==> config.mk <==
export PLATFORM = sky130hd
export DESIGN_NAME = printable_vigenere_cipher
export DESIGN_NICKNAME = d
export VERILOG_FILES = /design/src/pvc_pkg.sv /design/src/pvc_cfg_regs.sv /design/src/pvc_core.sv /design/src/printable_vigenere_cipher.sv
export SDC_FILE = /design/constraint.sdc
export NUM_CORES = 1
export LEC_CHECK = 0
export BUFFER_PORTS_ARGS = -buffer_cell sky130_fd_sc_hd__buf_2
export CORE_MARGIN = 2
export CORE_UTILIZATION = 53
export DETAILED_ROUTE_END_ITERATION = 8
export HOLD_SLACK_MARGIN = 0.05
export PLACE_DENSITY = 0.8
export SYNTH_ARGS = -nofsm -noshare
export SYNTH_HDL_FRONTEND = slang
export SYNTH_SLANG_ARGS = --single-unit
==> constraint.sdc <==
create_clock -name clk -period 10.55 [get_ports clk]
set_input_delay 0.5275 -clock clk [delete_from_list [all_inputs] [get_ports clk]]
set_output_delay 0.5275 -clock clk [all_outputs]
set_load 0.05 [all_outputs]
==> src/pvc_pkg.sv <==
// ----------------------------------------------------------------------------
// pvc_pkg
// Shared types, constants and helpers for the printable Vigenere cipher.
// ----------------------------------------------------------------------------
`timescale 1ns / 1ps

package pvc_pkg;

	localparam int CHAR_W     = 21;
	localparam int PICK_W     = 3;
	localparam int MAX_KEY    = 16;
	localparam int POS_W      = 4;
	localparam int LEN_W      = 5;
	localparam int CFG_IDX_W  = 8;
	localparam int CFG_DATA_W = 64;

	localparam logic [CHAR_W-1:0] PRINT_LO = 21'd32;
	localparam logic [CHAR_W-1:0] PRINT_HI = 21'd126;
	localparam logic [CHAR_W-1:0] TAB_CHAR = 21'd9;

	localparam logic [CHAR_W-1:0] MARK_0 = 21'd182;
	localparam logic [CHAR_W-1:0] MARK_1 = 21'd164;
	localparam logic [CHAR_W-1:0] MARK_2 = 21'd161;
	localparam logic [CHAR_W-1:0] MARK_3 = 21'd167;
	localparam logic [CHAR_W-1:0] MARK_4 = 21'd191;

	// Register indexes on the configuration port
	localparam logic [CFG_IDX_W-1:0] REG_KEY_LOW  = 8'd0;
	localparam logic [CFG_IDX_W-1:0] REG_KEY_HIGH = 8'd1;
	localparam logic [CFG_IDX_W-1:0] REG_KEY_LEN  = 8'd2;
	localparam logic [CFG_IDX_W-1:0] REG_DECRYPT  = 8'd3;

	localparam logic [63:0]      KEY_LOW_RST  = 64'h0000_0000_7966_616D;
	localparam logic [63:0]      KEY_HIGH_RST = 64'h0;
	localparam logic [LEN_W-1:0] KEY_LEN_RST  = 5'd4;

	typedef struct packed {
		logic [63:0]      key_high;
		logic [63:0]      key_low;
		logic [LEN_W-1:0] key_len;
		logic             decrypt;
	} cfg_t;

	// Tab replacement; picks above four take the last code
	function automatic logic [CHAR_W-1:0] marker_code(input logic [PICK_W-1:0] pick);
		logic [CHAR_W-1:0] code;
		case (pick)
			3'd0:    code = MARK_0;
			3'd1:    code = MARK_1;
			3'd2:    code = MARK_2;
			3'd3:    code = MARK_3;
			default: code = MARK_4;
		endcase
		return code;
	endfunction

endpackage

==> src/pvc_cfg_regs.sv <==
// ----------------------------------------------------------------------------
// pvc_cfg_regs
// Configuration register file: key bytes, key length, direction.
// ----------------------------------------------------------------------------
`timescale 1ns / 1ps

module pvc_cfg_regs (
	input  logic                              clk,
	input  logic                              arst_n,
	input  logic                              wr_en,
	input  logic [pvc_pkg::CFG_IDX_W-1:0]     wr_index,
	input  logic [pvc_pkg::CFG_DATA_W-1:0]    wr_data,
	output pvc_pkg::cfg_t                     cfg
);

	pvc_pkg::cfg_t cfg_q;

	always_ff @(posedge clk or negedge arst_n) begin
		if (!arst_n) begin
			cfg_q.key_low  <= pvc_pkg::KEY_LOW_RST;
			cfg_q.key_high <= pvc_pkg::KEY_HIGH_RST;
			cfg_q.key_len  <= pvc_pkg::KEY_LEN_RST;
			cfg_q.decrypt  <= 1'b0;
		end else if (wr_en) begin
			case (wr_index)
				pvc_pkg::REG_KEY_LOW:  cfg_q.key_low  <= wr_data;
				pvc_pkg::REG_KEY_HIGH: cfg_q.key_high <= wr_data;
				pvc_pkg::REG_KEY_LEN:  cfg_q.key_len  <= wr_data[pvc_pkg::LEN_W-1:0];
				pvc_pkg::REG_DECRYPT:  cfg_q.decrypt  <= wr_data[0];
				default: ;
			endcase
		end
	end

	assign cfg = cfg_q;

endmodule

==> src/pvc_core.sv <==
// ----------------------------------------------------------------------------
// pvc_core
// Per-character transform and key position step, purely combinational.
// ----------------------------------------------------------------------------
`timescale 1ns / 1ps

module pvc_core (
	input  pvc_pkg::cfg_t                     cfg,
	input  logic [pvc_pkg::POS_W-1:0]         key_pos,
	input  logic                              rewind,
	input  logic [pvc_pkg::CHAR_W-1:0]        char_in,
	input  logic [pvc_pkg::PICK_W-1:0]        pick,
	output logic [pvc_pkg::CHAR_W-1:0]        char_out,
	output logic                              used,
	output logic [pvc_pkg::POS_W-1:0]         key_pos_next
);

	logic [pvc_pkg::LEN_W-1:0] len_eff;
	logic [pvc_pkg::POS_W-1:0] pos_start;
	logic [pvc_pkg::POS_W-1:0] pos;
	logic [pvc_pkg::LEN_W-1:0] pos_inc;
	logic [127:0]              key_vec;
	logic [7:0]                kbyte;
	logic [7:0]                k_mod;
	logic [7:0]                s_raw;
	logic [7:0]                shift;
	logic [6:0]                d;
	logic [7:0]                sum;
	logic [7:0]                sum_mod;
	logic                      printable;

	always_comb begin
		// zero length acts as one, anything past the table as the full table
		if (cfg.key_len == '0)
			len_eff = 5'd1;
		else if (cfg.key_len > 5'(pvc_pkg::MAX_KEY))
			len_eff = 5'(pvc_pkg::MAX_KEY);
		else
			len_eff = cfg.key_len;
	end

	assign pos_start = rewind ? '0 : key_pos;
	assign pos       = ({1'b0, pos_start} < len_eff) ? pos_start : '0;
	assign pos_inc   = {1'b0, pos} + 5'd1;

	assign key_vec = {cfg.key_high, cfg.key_low};
	assign kbyte   = key_vec[{pos, 3'b000} +: 8];

	// shift = ((k mod 95) + 64) mod 95, each step a compare and subtract
	always_comb begin
		if (kbyte >= 8'd190)
			k_mod = kbyte - 8'd190;
		else if (kbyte >= 8'd95)
			k_mod = kbyte - 8'd95;
		else
			k_mod = kbyte;
		s_raw = k_mod + 8'd64;
		shift = (s_raw >= 8'd95) ? s_raw - 8'd95 : s_raw;
	end

	assign printable = char_in inside {[pvc_pkg::PRINT_LO:pvc_pkg::PRINT_HI]};
	assign d         = char_in[6:0] - 7'd32;

	always_comb begin
		if (cfg.decrypt)
			sum = {1'b0, d} + 8'd95 - shift;
		else
			sum = {1'b0, d} + shift;
		sum_mod = (sum >= 8'd95) ? sum - 8'd95 : sum;
	end

	always_comb begin
		char_out     = char_in;
		used         = 1'b0;
		key_pos_next = pos_start;
		if (printable) begin
			char_out     = pvc_pkg::CHAR_W'(sum_mod + 8'd32);
			used         = 1'b1;
			key_pos_next = (pos_inc >= len_eff) ? '0 : pos_inc[pvc_pkg::POS_W-1:0];
		end else if (cfg.decrypt) begin
			if (char_in inside {pvc_pkg::MARK_0, pvc_pkg::MARK_1, pvc_pkg::MARK_2,
					pvc_pkg::MARK_3, pvc_pkg::MARK_4})
				char_out = pvc_pkg::TAB_CHAR;
		end else if (char_in == pvc_pkg::TAB_CHAR) begin
			char_out = pvc_pkg::marker_code(pick);
		end
	end

endmodule

==> src/printable_vigenere_cipher.sv <==
// ----------------------------------------------------------------------------
// printable_vigenere_cipher
// Vigenere cipher over printable ASCII on a stream of code points.
// ----------------------------------------------------------------------------
// One character in, one character out. Each item passes through the input
// register and then the result register; throughput is one character per
// cycle while out_stall does not hold a result. The key position register is
// updated as the item leaves the input stage, which is what lets the next
// character follow directly. Printable characters (32..126) are shifted mod 95
// by the current key byte and advance the key position; tabs become marker
// codes when encrypting, marker codes become tabs when decrypting. Write the
// configuration registers only while the stream is idle.
`timescale 1ns / 1ps

module printable_vigenere_cipher (
	input  logic                              clk,
	input  logic                              arst_n,
	input  logic                              in_valid,
	output logic                              in_stall,
	input  logic [pvc_pkg::CHAR_W-1:0]        in_char,
	input  logic [pvc_pkg::PICK_W-1:0]        tab_pick,
	input  logic                              start_of_text,
	output logic                              out_valid,
	input  logic                              out_stall,
	output logic [pvc_pkg::CHAR_W-1:0]        out_char,
	output logic                              key_used,
	input  logic                              cfg_valid,
	output logic                              cfg_ready,
	input  logic [pvc_pkg::CFG_IDX_W-1:0]     cfg_index,
	input  logic [pvc_pkg::CFG_DATA_W-1:0]    cfg_data
);

	pvc_pkg::cfg_t cfg;

	logic                          valid_s1;
	logic [pvc_pkg::CHAR_W-1:0]    char_s1;
	logic [pvc_pkg::PICK_W-1:0]    pick_s1;
	logic                          rewind_s1;
	logic [pvc_pkg::POS_W-1:0]     key_pos_q;
	logic                          out_valid_q;
	logic [pvc_pkg::CHAR_W-1:0]    out_char_q;
	logic                          key_used_q;

	logic                          res_free;
	logic                          move_s1;
	logic                          load_s1;
	logic [pvc_pkg::CHAR_W-1:0]    res_char;
	logic                          res_used;
	logic [pvc_pkg::POS_W-1:0]     key_pos_next;

	assign cfg_ready = 1'b1;

	pvc_cfg_regs u_cfg (
		.clk      (clk),
		.arst_n   (arst_n),
		.wr_en    (cfg_valid & cfg_ready),
		.wr_index (cfg_index),
		.wr_data  (cfg_data),
		.cfg      (cfg)
	);

	pvc_core u_core (
		.cfg          (cfg),
		.key_pos      (key_pos_q),
		.rewind       (rewind_s1),
		.char_in      (char_s1),
		.pick         (pick_s1),
		.char_out     (res_char),
		.used         (res_used),
		.key_pos_next (key_pos_next)
	);

	// result register is free when empty or its transfer happens now
	assign res_free = !out_valid_q || !out_stall;
	assign move_s1  = valid_s1 && res_free;
	assign in_stall = valid_s1 && !res_free;
	assign load_s1  = in_valid && !in_stall;

	always_ff @(posedge clk or negedge arst_n) begin
		if (!arst_n) begin
			valid_s1    <= 1'b0;
			out_valid_q <= 1'b0;
			key_pos_q   <= '0;
		end else begin
			if (load_s1)
				valid_s1 <= 1'b1;
			else if (move_s1)
				valid_s1 <= 1'b0;
			if (move_s1) begin
				out_valid_q <= 1'b1;
				key_pos_q   <= key_pos_next;
			end else if (!out_stall) begin
				out_valid_q <= 1'b0;
			end
		end
	end

	always_ff @(posedge clk) begin
		if (load_s1) begin
			char_s1   <= in_char;
			pick_s1   <= tab_pick;
			rewind_s1 <= start_of_text;
		end
		if (move_s1) begin
			out_char_q <= res_char;
			key_used_q <= res_used;
		end
	end

	assign out_valid = out_valid_q;
	assign out_char  = out_char_q;
	assign key_used  = key_used_q;

endmodule

==> impl_metrics.json <==
{
  "grt_antenna_before_repair": 0,
  "antenna_cells": 0,
  "die_w_microns": 144,
  "cts_hold_buf": 0,
  "synth_cell_types": 81,
  "numPortBuffers": 125,
  "pre_cts_slack_ps": 709,
  "grt-ovfl-total": 0,
  "register_area_sq_um": 4940,
  "routedWlPerCell_microns": 19.9,
  "critPathLaunchType": "flop",
  "drt_iter0_drc": 799,
  "crit_end": "out_char[7]",
  "crit_type": "flop to flop",
  "clk_latency_ps": 450,
  "hp-class": "primary input to asynchronous set/reset pin",
  "reg2reg_to": "out_char[7]",
  "grt_pass1_wl_microns": 41400,
  "netlist_instances": 922,
  "async_reset_ff_frac": 0.749,
  "rrSetupSlack_ps": 660,
  "synth_compound_area_frac": 0.146,
  "clk_pin_slew_ps": 80,
  "worst_slack_ps": 656,
  "final_nets": 1176,
  "r2r_start": "rewind_s1",
  "grt_max_degree": 99,
  "first_pass_iters": 6,
  "crit_arrival_ps": 10080,
  "max_slew_margin": 0.232,
  "final_cell_area_sq_um": 12000,
  "synth_fa_ha_area_frac": 0.0517,
  "ys_ff_latch": 187,
  "setup_viol": 0,
  "drv_slew": 0,
  "h-tree-depth": 4,
  "status": "finished, final reports clean",
  "synth_edf_count": 47,
  "totalWireLength_microns": 26000,
  "synth_top_family_by_area": "multiplexers",
  "syn_area_sq_um": 10500,
  "synthXorXnorAreaFrac": 0.0250,
  "vias_per_cell": 6.08,
  "boundaryPins": 127,
  "drcViolationCount": 0,
  "ant_nets": 0,
  "clockBufferDepth": 2,
  "multi_input_area_sq_um": 5140,
  "synth.area.mux_share": 0.175,
  "num_rows": 51,
  "cts_sinks": 187,
  "cts_tree": "done",
  "fill_cells": 1541,
  "critPathMaxFanout": 11,
  "gp_congestion": 0.941,
  "grt_usage": 0.257,
  "critPathMaxStageDelay_ps": 510,
  "cp-end-kind": "flop",
  "grt_pass1_vias": 7900,
  "place_area_sq_um": 11300,
  "synth_flop_cell": "dfrtp_1",
  "dp.cells": 1269,
  "min_period_ps": 9890,
  "fp.dieH_microns": 144,
  "vias": 7962,
  "start_util": 0.539,
  "coreArea_sq_um": 19400,
  "powerDensity_nw_per_um2": 146,
  "final_core_util": 0.619,
  "syn_nets": 1066,
  "startpoint": "rewind_s1",
  "irDropWorstVdd_mv": 0.116,
  "fmax_mhz": 101,
  "syn-mean-instance-area_sq_um": 11.3,
  "dieArea_sq_um": 20900,
  "max_cap_viol_count": 0,
  "required_ps": 10740,
  "p_leak_nw": 5.44,
  "instances_no_fill": 1310,
  "reg2reg_depth": 39,
  "dpl.hpwl_microns": 18100,
  "yosysSeqAreaShare": 0.472,
  "worst_slew_pin_slew_ps": 1150,
  "layout-drive-gt1-share": 0.357,
  "ys_warn_count": 0,
  "area_growth_syn_to_layout_pct": 14.8,
  "period_share": 0.938,
  "final-hold-violation-count": 0,
  "cts-root-buf": "clkbuf_16",
  "synth-simple-area-share": 0.0925,
  "slowest_stage": "edfxtp_1",
  "cts_made_buffers": 17,
  "fin_skew_ps": 18.2,
  "total_power_mw": 1.76
}
==> Yosys cell counts, types with 5 or more instances <==
master | n | area share
a211oi_1 | 22 | 0.016
a21o_1 | 5 | 0.0036
a21oi_1 | 36 | 0.017
a221o_1 | 6 | 0.0057
a22oi_1 | 5 | 0.0036
a31oi_1 | 10 | 0.0060
and2_1 | 6 | 0.0036
and3_1 | 8 | 0.0048
buf_2 | 14 | 0.0067
clkbuf_1 | 38 | 0.014
dfrtp_1 | 122 | 0.29
dfstp_2 | 18 | 0.045
edfxtp_1 | 47 | 0.13
ha_1 | 40 | 0.048
inv_1 | 41 | 0.015
mux2_2 | 146 | 0.16
mux2i_1 | 16 | 0.015
nand2_1 | 59 | 0.021
nand2b_1 | 11 | 0.0066
nand3_1 | 14 | 0.0067
nor2_1 | 38 | 0.014
nor3_1 | 18 | 0.0086
nor4_1 | 8 | 0.0048
o211a_1 | 6 | 0.0057
o21ai_0 | 29 | 0.014
o21bai_1 | 5 | 0.0036
o221ai_1 | 9 | 0.0075
o22ai_1 | 10 | 0.0060
o31ai_1 | 6 | 0.0043
or3_1 | 5 | 0.0030
xnor2_1 | 20 | 0.017
xor2_1 | 8 | 0.0067
==> state kept, by name, indices dropped and copies added (netlist names) <==
name and cells:
u_cfg.cfg 134, char_s1 21, out_char 21, key_pos_q 4, pick_s1 3, key_used 1
out_valid 1, rewind_s1 1, valid_s1 1
==> report_power, final <==
part	leakage [nW]	total [mW]	switching, mW	internal [mW]
Sequential	2.31	0.811	0.0259	0.785
Clock	0.301	0.669	0.326	0.343
Combinational	2.82	0.276	0.169	0.107
==> worst max-delay path, delay by kind of cell (launching register included) <==
| family | cells | cell delay, ps |
|---|---|---|
| compound gates | 16 | 3940 |
| flops | 1 | 510 |
| mux | 2 | 740 |
| simple gates | 7 | 1670 |
| xor+xnor | 3 | 490 |
| fa+ha+maj | 6 | 1580 |
| buf+inv | 5 | 650 |
==> how the worst min path moves through the flow <==
| stage | cells after the start | start | endpoint | slack (ps) |
|---|---|---|---|---|
| finish | 1 | arst_n | u_cfg.cfg[108] | 180 |
| CTS | 1 | arst_n | u_cfg.cfg[76] | 220 |
| floorplan | 0 | arst_n | key_pos_q[0] | 230 |
| global placement | 0 | char_s1[15] | out_char[15] | 430 |
| global route | 1 | arst_n | u_cfg.cfg[45] | 250 |
| detailed placement | 0 | char_s1[18] | out_char[18] | 440 |
==> per-stage QoR <==
| step | hold WS [ps] | TNS (ps) |
|---|---|---|
| 6_report | 181 | 0 |
| 5_1_grt | 247 | -51.2 |
| 4_1_cts | 224 | 0 |
| 3_5_place_dp | 438 | 0 |
| 3_3_place_gp | 433 | 0 |
| 2_1_floorplan | 232 | 0 |
==> final cells by class <==
type                    count  share of cell area
multi-input cells         635               0.428
flip-flops and latches    187               0.411
repair buffers            148              0.0680
clock buffers              17              0.0354
well taps                 265              0.0276
clock inverters            15              0.0159
inverters                  43              0.0134
==> repair_timing <==
item / in CTS / in global routing
buffers inserted: 0 / 9
endpoints found under the setup margin: 0 / 6
gates resized for setup: 0 / 5
==> layout by cell type, fill, tap and decap left out, types with 18 or more instances in the layout <==
| master | n |
|---|---|
| a211oi_1 | 22 |
| a21oi_1 | 36 |
| buf_2 | 124 |
| buf_4 | 22 |
| dfrtp_1 | 122 |
| dfstp_2 | 18 |
| edfxtp_1 | 47 |
| ha_1 | 40 |
| inv_1 | 41 |
| mux2_2 | 146 |
| nand2_1 | 58 |
| nor2_1 | 36 |
| o21ai_0 | 29 |
| xnor2_1 | 20 |
==> metal layers <==
layer	routed length [microns]	track usage
met1	10600	0.334
met4	886	0.112
met2	12800	0.425
met5	0	0
met3	1730	0.0457
==> cell families after synthesis <==
group,Yosys count
flops,187
fa+ha+maj,42
compound gates,207
mux,163
simple gates,193
other cells,1
buf+inv,100
xor+xnor,29
Note: power is estimated with default switching activity, not from simulation.
